### src/sv/assert_macros.svh
// ---------------------------------------------------------------------------
// assert_macros.svh
// shared assertion macros, empty when built for synthesis
// ---------------------------------------------------------------------------
`ifndef ASSERT_MACROS_SVH
`define ASSERT_MACROS_SVH

`ifndef SYNTHESIS

// clocked property, disabled while the active-low reset is asserted
`define ASSERT_CHECK(lbl, clk, rstn, prop, msg) \
    lbl: assert property (@(posedge clk) disable iff (!rstn) (prop)) else $error(msg);

// condition that must never be seen at a clock edge
`define ASSERT_NEVER(lbl, clk, rstn, cond, msg) \
    `ASSERT_CHECK(lbl, clk, rstn, !(cond), msg)

`else

`define ASSERT_CHECK(lbl, clk, rstn, prop, msg)
`define ASSERT_NEVER(lbl, clk, rstn, cond, msg)

`endif

`endif

### src/sv/psspan_pkg.sv
// ---------------------------------------------------------------------------
// psspan_pkg
// shared constants, types and the reflect intensity function of the
// polygon scanline span block
// ---------------------------------------------------------------------------
`default_nettype none

package psspan_pkg;

    // parameter defaults
    localparam int MAX_CORNERS_DEF = 16;
    localparam int COORD_BITS_DEF  = 13;

    // fixed field widths
    localparam int SCREEN_W   = 12;
    localparam int INTENS_W   = 8;
    localparam int OUT_DATA_W = 64;
    localparam int OUT_PAD_W  = OUT_DATA_W - (4 * SCREEN_W + 1 + INTENS_W);

    // configuration port
    localparam int CFG_IDX_W  = 2;
    localparam int CFG_DATA_W = 12;

    localparam logic [CFG_IDX_W-1:0] CFG_MAX_X   = 2'd0;
    localparam logic [CFG_IDX_W-1:0] CFG_MAX_Y   = 2'd1;
    localparam logic [CFG_IDX_W-1:0] CFG_REFLECT = 2'd2;

    localparam logic [SCREEN_W-1:0] RST_MAX_X = 12'd639;
    localparam logic [SCREEN_W-1:0] RST_MAX_Y = 12'd479;

    // request kinds carried in tuser
    localparam logic REQ_LOAD  = 1'b0;
    localparam logic REQ_QUERY = 1'b1;

    // divider status toward the sequencer
    typedef struct packed {
        logic busy;
        logic done;
    } t_div_sts;

    // reflect-mode dimming, wraps like the 8-bit counter it mirrors
    function automatic logic [INTENS_W-1:0] reduce_intensity(
        input logic [INTENS_W-1:0] v,
        input logic                reflect
    );
        logic [INTENS_W-1:0] r;
        r = v;
        if (reflect && (v >= 8'd2)) begin
            case (v)
                8'd2:    r = 8'd255;
                8'd3:    r = 8'd2;
                8'd4:    r = 8'd1;
                8'd5:    r = 8'd3;
                default: r = v - 8'd3;
            endcase
        end
        return r;
    endfunction

endpackage

`default_nettype wire

### src/sv/polygon_scanline_span.sv
// ---------------------------------------------------------------------------
// polygon_scanline_span
// scan converter for one polygon facet: corner loads, row range, row spans
// ---------------------------------------------------------------------------
//
//  channel    dir  handshake                       contents
//  s_axis     in   i_s_axis_tvalid/o_s_axis_tready tuser req_type, tlast last_vertex,
//                                                  tdata corner and query fields
//  m_axis     out  o_m_axis_tvalid/i_m_axis_tready tdata row range, span, intensity
//  cfg        in   i_cfg_we                        screen_max_x, screen_max_y, reflect
//
//  a load stores the corner and updates the row range, then the result register;
//  a query reads the closing edge, then per edge tests the row and, when it crosses
//  it, multiplies, takes signs and divides (QW = COORD_BITS + 2 quotient bits) on the
//  one-bit-per-cycle shared divider and accumulates; a fetch between edges, then finish
//  input is taken only in idle; the result register lets the next item in
//  while a result waits; reset is synchronous, the corner store is not cleared
// ---------------------------------------------------------------------------
`default_nettype none
`include "assert_macros.svh"

module polygon_scanline_span import psspan_pkg::*; #(
    parameter int MAX_CORNERS = MAX_CORNERS_DEF,
    parameter int COORD_BITS  = COORD_BITS_DEF
) (
    input  wire logic                  i_clk,
    input  wire logic                  i_rst_n,
    // configuration writes
    input  wire logic                  i_cfg_we,
    input  wire logic [CFG_IDX_W-1:0]  i_cfg_addr,
    input  wire logic [CFG_DATA_W-1:0] i_cfg_wdata,
    // request stream
    input  wire logic                  i_s_axis_tvalid,
    output logic                       o_s_axis_tready,
    // tdata: vert_x, vert_y, scan_row, facet_intensity, zero pad
    input  wire logic [((2*COORD_BITS+SCREEN_W+INTENS_W+7)/8)*8-1:0] i_s_axis_tdata,
    // tuser: req_type
    input  wire logic                  i_s_axis_tuser,
    // tlast: last_vertex
    input  wire logic                  i_s_axis_tlast,
    // result stream
    output logic                       o_m_axis_tvalid,
    input  wire logic                  i_m_axis_tready,
    // tdata: row_first, row_last, span_left, span_right, span_draw,
    //        intensity_out, zero pad
    output logic [OUT_DATA_W-1:0]      o_m_axis_tdata
);

    localparam int C    = COORD_BITS;
    localparam int IW   = $clog2(MAX_CORNERS);
    localparam int CW   = $clog2(MAX_CORNERS + 1);
    localparam int RW   = ((C > 13) ? C : 13) + 1;
    localparam int XW   = RW + 1;
    localparam int DXW  = C + 1;
    localparam int PW   = DXW + RW;
    localparam int NW   = PW + 2;
    localparam int DW   = DXW + 1;
    localparam int QW   = C + 2;

    // sequencer states
    localparam logic [3:0] ST_IDLE  = 4'd0;
    localparam logic [3:0] ST_RDOLD = 4'd1;
    localparam logic [3:0] ST_RDNEW = 4'd2;
    localparam logic [3:0] ST_FETCH = 4'd3;
    localparam logic [3:0] ST_EDGE  = 4'd4;
    localparam logic [3:0] ST_MUL   = 4'd5;
    localparam logic [3:0] ST_SIGN  = 4'd6;
    localparam logic [3:0] ST_DST   = 4'd7;
    localparam logic [3:0] ST_DIV   = 4'd8;
    localparam logic [3:0] ST_ACC   = 4'd9;
    localparam logic [3:0] ST_NEXT  = 4'd10;
    localparam logic [3:0] ST_FIN   = 4'd11;

    // configuration registers
    logic [SCREEN_W-1:0] r_max_x;
    logic [SCREEN_W-1:0] r_max_y;
    logic                r_reflect;

    // control state
    logic [3:0]          r_state;
    logic [CW-1:0]       r_count;
    logic                r_restart;
    logic signed [C-1:0] r_lo;
    logic signed [C-1:0] r_hi;
    logic                r_out_valid;

    // query datapath
    logic [SCREEN_W-1:0]   r_row;
    logic [INTENS_W-1:0]   r_raw;
    logic                  r_isq;
    logic [IW-1:0]         r_i;
    logic signed [C-1:0]   r_xo;
    logic signed [C-1:0]   r_yo;
    logic signed [DXW-1:0] r_dx;
    logic signed [RW-1:0]  r_dr;
    logic signed [DXW-1:0] r_den;
    logic signed [PW-1:0]  r_num;
    logic [NW-1:0]         r_dnum;
    logic [DW-1:0]         r_dden;
    logic                  r_neg;
    logic signed [XW-1:0]  r_mnx;
    logic signed [XW-1:0]  r_mxx;

    // corner store
    logic [C-1:0]        mem_x [MAX_CORNERS];
    logic [C-1:0]        mem_y [MAX_CORNERS];
    logic signed [C-1:0] r_rd_x;
    logic signed [C-1:0] r_rd_y;
    logic [IW-1:0]       w_rd_addr;

    // result register
    logic [SCREEN_W-1:0] r_o_first;
    logic [SCREEN_W-1:0] r_o_last;
    logic [SCREEN_W-1:0] r_o_left;
    logic [SCREEN_W-1:0] r_o_right;
    logic                r_o_draw;
    logic [INTENS_W-1:0] r_o_inten;

    // input fields
    logic signed [C-1:0] w_in_x;
    logic signed [C-1:0] w_in_y;
    logic [SCREEN_W-1:0] w_in_row;
    logic [INTENS_W-1:0] w_in_int;
    logic                w_accept;
    logic                w_store;
    logic [IW-1:0]       w_widx;

    // divider hookup
    t_div_sts      div_sts;
    logic [QW-1:0] div_quot;

    // edge, sign, accumulate and finish terms
    logic signed [RW-1:0]  w_yo;
    logic signed [RW-1:0]  w_yv;
    logic signed [RW-1:0]  w_row_s;
    logic                  w_touch;
    logic [PW-1:0]         w_an;
    logic [DXW-1:0]        w_ad;
    logic signed [XW-1:0]  w_q;
    logic signed [XW-1:0]  w_x;
    logic signed [XW-1:0]  w_maxx_s;
    logic signed [XW-1:0]  w_l;
    logic signed [XW-1:0]  w_r;
    logic                  w_span;
    logic signed [RW-1:0]  w_lo;
    logic signed [RW-1:0]  w_hi;
    logic signed [RW-1:0]  w_my;
    logic signed [RW-1:0]  w_loc;
    logic signed [RW-1:0]  w_hic;
    logic                  w_empty;
    logic                  w_out_free;
    logic                  w_last_edge;

    // unpack the request item
    assign w_in_x   = i_s_axis_tdata[C-1:0];
    assign w_in_y   = i_s_axis_tdata[2*C-1:C];
    assign w_in_row = i_s_axis_tdata[2*C+SCREEN_W-1:2*C];
    assign w_in_int = i_s_axis_tdata[2*C+SCREEN_W+INTENS_W-1:2*C+SCREEN_W];

    assign o_s_axis_tready = (r_state == ST_IDLE);
    assign w_accept        = i_s_axis_tvalid && o_s_axis_tready;

    // load slot: a pending restart writes slot zero, a full store drops it
    assign w_store = r_restart || (r_count < CW'(MAX_CORNERS));
    assign w_widx  = r_restart ? '0 : IW'(r_count);

    // configuration writes
    always_ff @(posedge i_clk) begin
        if (!i_rst_n) begin
            r_max_x   <= RST_MAX_X;
            r_max_y   <= RST_MAX_Y;
            r_reflect <= 1'b0;
        end else if (i_cfg_we) begin
            case (i_cfg_addr)
                CFG_MAX_X:   r_max_x   <= i_cfg_wdata[SCREEN_W-1:0];
                CFG_MAX_Y:   r_max_y   <= i_cfg_wdata[SCREEN_W-1:0];
                CFG_REFLECT: r_reflect <= i_cfg_wdata[0];
                default: ;
            endcase
        end
    end

    // corner store, one write port and one registered read port
    assign w_rd_addr = (r_state == ST_RDOLD) ? IW'(r_count - CW'(1)) : r_i;

    always_ff @(posedge i_clk) begin
        if (w_accept && (i_s_axis_tuser == REQ_LOAD) && w_store) begin
            mem_x[w_widx] <= w_in_x;
            mem_y[w_widx] <= w_in_y;
        end
        r_rd_x <= mem_x[w_rd_addr];
        r_rd_y <= mem_y[w_rd_addr];
    end

    // edge touch test against the queried row
    assign w_yo    = RW'(r_yo);
    assign w_yv    = RW'(r_rd_y);
    assign w_row_s = RW'($signed({1'b0, r_row}));
    assign w_touch = ((w_yo >= w_row_s) || (w_yv >= w_row_s)) &&
                     ((w_yo <= w_row_s) || (w_yv <= w_row_s)) && (w_yo != w_yv);

    // magnitudes for the divider
    assign w_an = r_num[PW-1] ? PW'(-r_num) : PW'(r_num);
    assign w_ad = r_den[DXW-1] ? DXW'(-r_den) : DXW'(r_den);

    // crossing column
    assign w_q = $signed(XW'(div_quot));
    assign w_x = XW'(r_xo) + (r_neg ? -w_q : w_q);

    // span clip
    assign w_maxx_s = $signed(XW'(r_max_x));
    assign w_l      = (r_mnx < 0) ? '0 : r_mnx;
    assign w_r      = (r_mxx > w_maxx_s) ? w_maxx_s : r_mxx;
    assign w_span   = (w_l <= w_r);

    // row range clip
    assign w_lo    = RW'(r_lo);
    assign w_hi    = RW'(r_hi);
    assign w_my    = $signed(RW'(r_max_y));
    assign w_loc   = (w_lo < 0) ? '0 : w_lo;
    assign w_hic   = (w_hi > w_my) ? w_my : w_hi;
    assign w_empty = (r_count == '0) || (w_loc > w_hic);

    assign w_out_free  = !r_out_valid || i_m_axis_tready;
    assign w_last_edge = ((CW'(r_i) + CW'(1)) == r_count);

    // sequencer and facet state
    always_ff @(posedge i_clk) begin
        if (!i_rst_n) begin
            r_state     <= ST_IDLE;
            r_count     <= '0;
            r_restart   <= 1'b0;
            r_lo        <= '0;
            r_hi        <= '0;
            r_out_valid <= 1'b0;
        end else begin
            // result valid: set by a finishing item, cleared when taken
            if ((r_state == ST_FIN) && w_out_free) begin
                r_out_valid <= 1'b1;
            end else if (r_out_valid && i_m_axis_tready) begin
                r_out_valid <= 1'b0;
            end
            case (r_state)
                ST_IDLE: begin
                    if (w_accept) begin
                        if (i_s_axis_tuser == REQ_LOAD) begin
                            r_restart <= i_s_axis_tlast;
                            if (w_store) begin
                                r_count <= CW'(w_widx) + CW'(1);
                                if (w_widx == '0) begin
                                    r_lo <= w_in_y;
                                    r_hi <= w_in_y;
                                end else begin
                                    if (w_in_y < r_lo) r_lo <= w_in_y;
                                    if (w_in_y > r_hi) r_hi <= w_in_y;
                                end
                            end
                            r_state <= ST_FIN;
                        end else if ((w_in_row > r_max_y) || (r_count == '0)) begin
                            r_state <= ST_FIN;
                        end else begin
                            r_state <= ST_RDOLD;
                        end
                    end
                end
                ST_RDOLD: r_state <= ST_RDNEW;
                ST_RDNEW: r_state <= ST_EDGE;
                ST_FETCH: r_state <= ST_EDGE;
                ST_EDGE:  r_state <= w_touch ? ST_MUL : ST_NEXT;
                ST_MUL:   r_state <= ST_SIGN;
                ST_SIGN:  r_state <= ST_DST;
                ST_DST:   r_state <= ST_DIV;
                ST_DIV: begin
                    if (div_sts.done) r_state <= ST_ACC;
                end
                ST_ACC:   r_state <= ST_NEXT;
                ST_NEXT:  r_state <= w_last_edge ? ST_FIN : ST_FETCH;
                ST_FIN: begin
                    if (w_out_free) begin
                        r_state <= ST_IDLE;
                    end
                end
                default:  r_state <= ST_IDLE;
            endcase
        end
    end

    // query datapath and result register
    always_ff @(posedge i_clk) begin
        case (r_state)
            ST_IDLE: begin
                r_row <= w_in_row;
                r_raw <= w_in_int;
                r_isq <= (i_s_axis_tuser == REQ_QUERY);
                r_mnx <= XW'(w_maxx_s + XW'(1));
                r_mxx <= -XW'(1);
                r_i   <= '0;
            end
            ST_RDNEW: begin
                r_xo <= r_rd_x;
                r_yo <= r_rd_y;
            end
            ST_EDGE: begin
                r_dx  <= DXW'(r_rd_x) - DXW'(r_xo);
                r_dr  <= w_row_s - w_yo;
                r_den <= DXW'(r_rd_y) - DXW'(r_yo);
            end
            ST_MUL: begin
                r_num <= PW'(r_dx) * PW'(r_dr);
            end
            ST_SIGN: begin
                r_dnum <= NW'({w_an, 1'b0}) + NW'(w_ad);
                r_dden <= {w_ad, 1'b0};
                r_neg  <= r_num[PW-1] ^ r_den[DXW-1];
            end
            ST_ACC: begin
                if (w_x < r_mnx) r_mnx <= w_x;
                if (w_x > r_mxx) r_mxx <= w_x;
            end
            ST_NEXT: begin
                r_xo <= r_rd_x;
                r_yo <= r_rd_y;
                r_i  <= r_i + IW'(1);
            end
            ST_FIN: begin
                if (w_out_free) begin
                    r_o_first <= w_empty ? SCREEN_W'(1) : w_loc[SCREEN_W-1:0];
                    r_o_last  <= w_empty ? '0 : w_hic[SCREEN_W-1:0];
                    if (r_isq && w_span) begin
                        r_o_left  <= w_l[SCREEN_W-1:0];
                        r_o_right <= w_r[SCREEN_W-1:0];
                        r_o_draw  <= (r_raw != '0);
                    end else begin
                        r_o_left  <= '0;
                        r_o_right <= '0;
                        r_o_draw  <= 1'b0;
                    end
                    r_o_inten <= r_isq ? reduce_intensity(r_raw, r_reflect) : '0;
                end
            end
            default: ;
        endcase
    end

    // shared divider for all edge crossings
    psspan_div #(
        .NW(NW),
        .DW(DW),
        .QW(QW)
    ) u_div (
        .i_clk   (i_clk),
        .i_rst_n (i_rst_n),
        .i_start (r_state == ST_DST),
        .i_num   (r_dnum),
        .i_den   (r_dden),
        .o_sts   (div_sts),
        .o_quot  (div_quot)
    );

    // result item
    assign o_m_axis_tvalid = r_out_valid;
    assign o_m_axis_tdata  = {{OUT_PAD_W{1'b0}}, r_o_inten, r_o_draw, r_o_right,
                              r_o_left, r_o_last, r_o_first};

    `ASSERT_CHECK(a_count_bound, i_clk, i_rst_n, r_count <= CW'(MAX_CORNERS), "corner count beyond store depth")
    `ASSERT_CHECK(a_edge_index, i_clk, i_rst_n, (r_state == ST_EDGE) |-> (CW'(r_i) < r_count), "edge walk past stored corners")
    `ASSERT_CHECK(a_fin_hold, i_clk, i_rst_n, ((r_state == ST_FIN) && r_out_valid && !i_m_axis_tready) |=> (r_state == ST_FIN), "result overwrote a waiting item")

endmodule

`default_nettype wire

### src/sv/psspan_div.sv
// ---------------------------------------------------------------------------
// psspan_div
// restoring unsigned divider, one quotient bit per cycle
// ---------------------------------------------------------------------------
`default_nettype none
`include "assert_macros.svh"

module psspan_div import psspan_pkg::*; #(
    parameter int NW = 32,
    parameter int DW = 16,
    parameter int QW = 16
) (
    input  wire logic          i_clk,
    input  wire logic          i_rst_n,
    input  wire logic          i_start,
    input  wire logic [NW-1:0] i_num,
    input  wire logic [DW-1:0] i_den,
    output t_div_sts           o_sts,
    output logic      [QW-1:0] o_quot
);

    localparam int CNTW = $clog2(QW);

    logic            r_busy;
    logic            r_done;
    logic [CNTW-1:0] r_cnt;
    logic [DW-1:0]   r_rem;
    logic [DW-1:0]   r_den;
    logic [QW-1:0]   r_shq;

    logic [DW:0]     w_trial;
    logic            w_fit;

    // trial subtract of the shifted remainder
    assign w_trial = {r_rem, r_shq[QW-1]};
    assign w_fit   = (w_trial >= {1'b0, r_den});

    // control: busy for QW steps, done pulses after the last one
    always_ff @(posedge i_clk) begin
        if (!i_rst_n) begin
            r_busy <= 1'b0;
            r_done <= 1'b0;
            r_cnt  <= '0;
        end else begin
            r_done <= r_busy && !i_start && (r_cnt == '0);
            if (i_start) begin
                r_busy <= 1'b1;
                r_cnt  <= CNTW'(QW - 1);
            end else if (r_busy) begin
                r_cnt <= r_cnt - CNTW'(1);
                if (r_cnt == '0) begin
                    r_busy <= 1'b0;
                end
            end
        end
    end

    // datapath: high numerator bits seed the remainder, quotient shifts in
    always_ff @(posedge i_clk) begin
        if (i_start) begin
            r_rem <= DW'(i_num >> QW);
            r_shq <= i_num[QW-1:0];
            r_den <= i_den;
        end else if (r_busy) begin
            r_rem <= w_fit ? DW'(w_trial - {1'b0, r_den}) : DW'(w_trial);
            r_shq <= {r_shq[QW-2:0], w_fit};
        end
    end

    assign o_sts.busy = r_busy;
    assign o_sts.done = r_done;
    assign o_quot     = r_shq;

    `ASSERT_NEVER(a_div_restart, i_clk, i_rst_n, i_start && r_busy, "divider restarted while busy")
    `ASSERT_CHECK(a_div_done, i_clk, i_rst_n, r_done |-> $past(r_busy), "done without a run")
    `ASSERT_CHECK(a_div_idle_done, i_clk, i_rst_n, r_done |-> !r_busy, "done while still busy")

endmodule

`default_nettype wire

### config.mk
export PLATFORM = sky130hd
export DESIGN_NAME = polygon_scanline_span
export DESIGN_NICKNAME = d
export VERILOG_FILES = /design/src/sv/psspan_pkg.sv /design/src/sv/polygon_scanline_span.sv /design/src/sv/psspan_div.sv
export VERILOG_INCLUDE_DIRS = /design/src /design/src/sv
export SDC_FILE = /design/constraint.sdc
export NUM_CORES = 2
export LEC_CHECK = 0
export BUFFER_PORTS_ARGS = -buffer_cell sky130_fd_sc_hd__clkbuf_2
export CAP_MARGIN = 10
export CORE_MARGIN = 5
export CORE_UTILIZATION = 52
export DETAILED_ROUTE_END_ITERATION = 6
export GPL_ROUTABILITY_DRIVEN = 0
export GPL_TIMING_DRIVEN = 0
export PLACE_DENSITY = 0.68
export SLEW_MARGIN = 20
export SYNTH_ARGS = -nofsm -noshare
export SYNTH_HDL_FRONTEND = slang
export SYNTH_SLANG_ARGS = --single-unit
### constraint.sdc
create_clock -name i_clk -period 14.85 [get_ports i_clk]
set_clock_uncertainty 0.1 [all_clocks]
set_input_delay 2.97 -clock i_clk [delete_from_list [all_inputs] [get_ports i_clk]]
set_output_delay 2.97 -clock i_clk [all_outputs]
set_load 0.03 [all_outputs]
# Yosys cells after proc, flatten, opt, wreduce, memory -nomap -nowiden
# Memories as Yosys holds them, arrays and structs flattened. A register that Yosys moved wholly into a read port is not among the register bits.
# Index checks and enable logic that the tools add are counted.
[word_totals]
reg_bits = 365
mem_bits_rw = 416
input_bits = 69
out_inout_bits = 66
elab_cells = 188
memories = 2
[memory_table]
columns = ["memory", "depth", "word_bits", "read_ports", "rd_ports_with_merged_regs", "wr", "line_no", "rtl"]
rows = [
  ["mem_x", 16, 13, 1, 1, 1, "polygon_scanline_span.sv:105", "logic [C-1:0] mem_x [MAX_CORNERS];"],
  ["mem_y", 16, 13, 1, 1, 1, "polygon_scanline_span.sv:106", "logic [C-1:0] mem_y [MAX_CORNERS];"],
]
[classes]
n_addsub = 16
mul = 1
magnitude_cmp = 18
n_eq_ne = 24
n_mux = 42
n_bitwise = 3
n_reduce_logical = 45
[op_table]
columns = ["op", "count"]
rows = [
  ["2-to-1 mux 15 bit", 10],
  ["case mux 15 bit (2 select lines)", 2],
  ["2-to-1 mux 13 bit", 4],
  ["2-to-1 mux 4 bit", 11],
  ["case mux 4 bit (11 select lines)", 1],
  ["2-to-1 mux 14 bit", 3],
  ["subtractor 13 x 13 -> 14 bit", 3],
  ["case mux 8 bit (4 select lines)", 1],
  ["adder 29 x 14 -> 30 bit", 1],
  ["multiplier 14 x 14 -> 28 bit", 1],
  ["2-to-1 mux 28 bit", 1],
  ["negator 28 bit", 1],
  [">= comparator 13 bit", 2],
  ["> comparator 13 bit", 2],
  ["<= comparator 13 bit", 2],
  ["equality test 4 x 3 -> 1 bit, second input constant", 4],
  ["equality test 4 bit, second input constant", 4],
  ["equality test 8 x 2 -> 1 bit, second input constant", 2],
  ["equality test 8 x 3 -> 1 bit, second input constant", 2],
  [">= comparator 16 x 15 -> 1 bit", 1],
  ["adder 13 x 15 -> 15 bit", 1],
  ["> comparator 15 x 13 -> 1 bit", 1],
  ["> comparator 15 bit", 1],
  ["<= comparator 15 bit", 1],
  ["42 further kinds", 87],
]

# Longest topological paths before layout
[depth]
depth_word = 6
depth_mapped = 24
depth_no_buf = 23

# Cells and area by module
# From an unflattened synthesis, not the netlist that was laid out.
[unflattened]
hier_cells = 4252
hier_area_um2 = 47394.2
[by_module_without_submodules]
columns = ["module", "n_inst", "cells_per_inst", "area_per_inst_um2"]
rows = [
  ["polygon_scanline_span", 1, 3966, 44263.7],
  ["psspan_div", 1, 286, 3130.5],
]

# Worst setup path before layout
# No wires, ideal clock.
[synth_timing]
path_kind = "register to register"
from = "reg r_dr[4]"
to = "reg r_num[26], data pin"
arrival_ps = 6400
t_required_ps = 14484
path_slack_ps = 8084
path_stages_with_launch = 25
path_buffers = 1
period_less_slack_ps = 6766
cell_sequence = "edfxtp_1 > clkbuf_1 > and2_1 > fa_1 > inv_1 > fa_1 > inv_1 > fa_1 > inv_1 > fa_1 > inv_1 > fa_1 > inv_1 > fa_1 > inv_1 > ha_1 > a2111oi_0 > o21ai_0 > and4b_1 > o21ai_0 > nor2_1 > o41a_1 > a41o_1 > o41ai_1 > xnor2_1"
[synth_via]
elab_chain_cells = 1
[synth_rtl]
columns = ["item", "line_no", "rtl"]
rows = [
  ["start, declared", "polygon_scanline_span.sv:95", "logic signed [RW-1:0] r_dr;"],
  ["start signal, assigned", "polygon_scanline_span.sv:305", "r_dr <= w_row_s - w_yo;"],
  ["multiplier 14 x 14 -> 28 bit", "polygon_scanline_span.sv:309", "r_num <= PW'(r_dx) * PW'(r_dr);"],
  ["end signal, assigned", "polygon_scanline_span.sv:309", ""],
  ["end, declared", "polygon_scanline_span.sv:97", "logic signed [PW-1:0] r_num;"],
]
# Every way passes these cells.
# A chain may end at the register's enable or synchronous reset.

# Final worst setup path
[layout_timing]
from = "reg r_dx[6]"
to = "reg r_num[26], data pin"
[layout_via]
elab_chain_cells = 1
[layout_rtl]
columns = ["item", "line_no", "rtl"]
rows = [
  ["start, declared", "polygon_scanline_span.sv:94", "logic signed [DXW-1:0] r_dx;"],
  ["start signal, assigned", "polygon_scanline_span.sv:304", "r_dx <= DXW'(r_rd_x) - DXW'(r_xo);"],
  ["multiplier 14 x 14 -> 28 bit", "polygon_scanline_span.sv:309", ""],
]
# Every way passes these cells.

==> reports/qor.csv <==
metric;value;unit
overflow;0;
yosysTopAreaCell;edfxtp_1;
outcome;finished clean;
slew_headroom;30.2;%
cts_hold_buf;0;
routed_wl;119;mm
synth-simple-area-share;12.9;%
worstSetupPathType;register to register;
max_stage_delay;0.53;ns
synth-seq-cells;806;
netlist_area;0.0467;sq mm
syn_inst;4211;
worstPathArrival;8.09;ns
drive_gt1_share;7.63;%
die_w;310;microns
dieHeight;310;microns
synth_top_family_by_area;adder cells;
cts_setup_buffers;0;
required;15.10;ns
grt.busiest_layer;met2;
grtUsageMet1;33.0;%
yosys_warnings;0;
io_buffers;125;
vias_per_cell;5.70;
clk_latency;0.68;ns
grt_max_degree;30;
synthArstFlopShare;0;%
finalCriticalPeriod;7.84;ns
use_met3;4.18;%
fin_tns_setup;0;ns
drt_iter0_drc;2849;
cts_tree;done;
worst_pin_slew;1.05;ns
ys_seq_area_share;49.8;%
cap_violations;0;
antenna_found_initial;5;
antenna_left;0;
fmaxAchievable;128;MHz
clock-sinks;806;
crit_chain;clkbuf_1, and2_1, fa_1, inv_1, fa_1, inv_1, fa_1, inv_1, fa_1, inv_1, fa_1, inv_1, fa_1, inv_1, ha_1, a2111oi_0, o21ai_0, and4b_1, o21ai_0, nor2_1, o41a_1, a41o_1, o41ai_1, xnor2_1;
ios;135;
synth_edf_count;712;
wire_per_inst;20.8;microns
cp_slowest_cell;fa_1;
area_growth;12.2;%
grt_pass1_vias;32200;
yosys.area_share.xor_xnor;3.13;%
synth_area_leaders;edfxtp_1 (46%), fa_1 (8.6%), ha_1 (7.8%);
vias;32500;
synth_most_common_cell;edfxtp_1;
hold_viol_final;0;
cts_buffers;88;
grt_usage;24.5;%
cts_max_level;3;
hold_path.class;register to register;
cts-resized-gates;0;
core_area;0.0888;sq mm
num-nets-final;5027;
synth_area_per_cell;11.1;sq um
start_util;52.6;%
worst_setup_path_end_kind;register;
grt_use_met2;41.1;%
grt_setup_unrepaired;no;
grt_pass1_wl;182;mm
root_buffer;clkbuf_16;
placementRows;109;
synth_compound_area_share;11.4;%
path_clk_slew;0.06;ns
dieArea;0.0958;sq mm
synth.distinct_cells;77;
timing.critical_path.fanout_max;10;
synthTopCellsByCount;edfxtp_1 (712), nand2_1 (527), inv_1 (441);
drc;0;
final-max-slew-violation-count;0;
synthFlopType;edfxtp_1;
fin_crit_sh;52.8;%
synth_adder_area_share;16.4;%
synth_top_area_share;45.8;%
finalSetupViolCount;0;
startpoint_type;register;
clockBufferDepth;3;
drt_pass1_iterations;6;
synth.area.mux_share;1.21;%
hpwl;89.8;mm
cells in the final DEF (no fill, tap or decap), types with 132 or more instances in the layout:
cell      synthesis  layout
edfxtp_1        712     712
nand2_1         527     527
inv_1           441     441
ha_1            291     291
nor2_1          225     211
fa_1            201     201
clkbuf_1        166     198
and2_1          191     191
a21oi_1         182     182
a211oi_1        146     146
xnor2_1         132     132
layout make-up:
cell class                 instances  area [sq um]
buffer                           184           726
timing repair buffer             158          1230
sequential                       806         23300
clock buffer                     130          2480
antenna                            4          10.0
fill                            7214         36400
tap                             1165          1460
multi-input combinational       2786         21200
inverter                         442          1660
clock inverter                    31           364
critical path, delay by kind of cell, from the launching register on:
kind | cells | cell delay (ns)
xor gates and xnor gates | 1 | 0.19
DFF | 1 | 0.52
and+or+nand+nor | 3 | 0.66
AOI/OAI and AO/OA | 6 | 2.00
buffers and inverters | 7 | 0.65
adders and majority gates | 7 | 3.37
worst paths after layout:
| kind | startpoint | endpoint | slack (ns) | cells after the start |
|---|---|---|---|---|
| min | r_dden[5] | u_div.r_den[5] | 0.31 | 0 |
| max | r_dx[6] | r_num[26] | 7.01 | 24 |
| min reg2reg | r_dden[5] | u_div.r_den[5] | 0.31 | 0 |
| max reg2reg | r_dx[6] | r_num[26] | 7.01 | 24 |
layer usage:
| layer | wire length [microns] | share of wire, % |
|---|---|---|
| met1 | 49600 | 42 |
| met2 | 57000 | 48 |
| met3 | 8480 | 7.2 |
| met4 | 3490 | 2.9 |
| met5 | 12 | 0.010 |
sequential cells by signal, indices dropped and copies added, names as in the netlist, 15 cells and up:
register      count
r_mxx            15
u_div.o_quot     15
u_div.r_rem      15
mem_y           208
r_dnum           30
r_mnx            15
mem_x           208
r_num            28
metrics by stage:
step                hold slack, ns  instance area, sq um  worst slack (ns)  util (%)  cells
global placement             0.303                 48800              6.93      54.9   5508
floorplan                    0.300                 46700              8.08         -   4218
finish                       0.311                 52400              7.01      59.0   5706
CTS                          0.307                 52400              7.01      59.0   5702
detailed placement           0.306                 49500              7.04      55.8   5541
global route                 0.331                 52400              6.70      59.0   5704
kinds of logic after synthesis:
logic type / after synthesis
simple gates: 1269
flops: 806
compound gates: 794
buf+inv: 626
fa+ha+maj: 492
xor+xnor: 167
mux: 56
other cells: 1
Power is left out: the tool's default activity adds up to more than one toggle a clock period on the data nets, which glitch-free logic cannot reach.
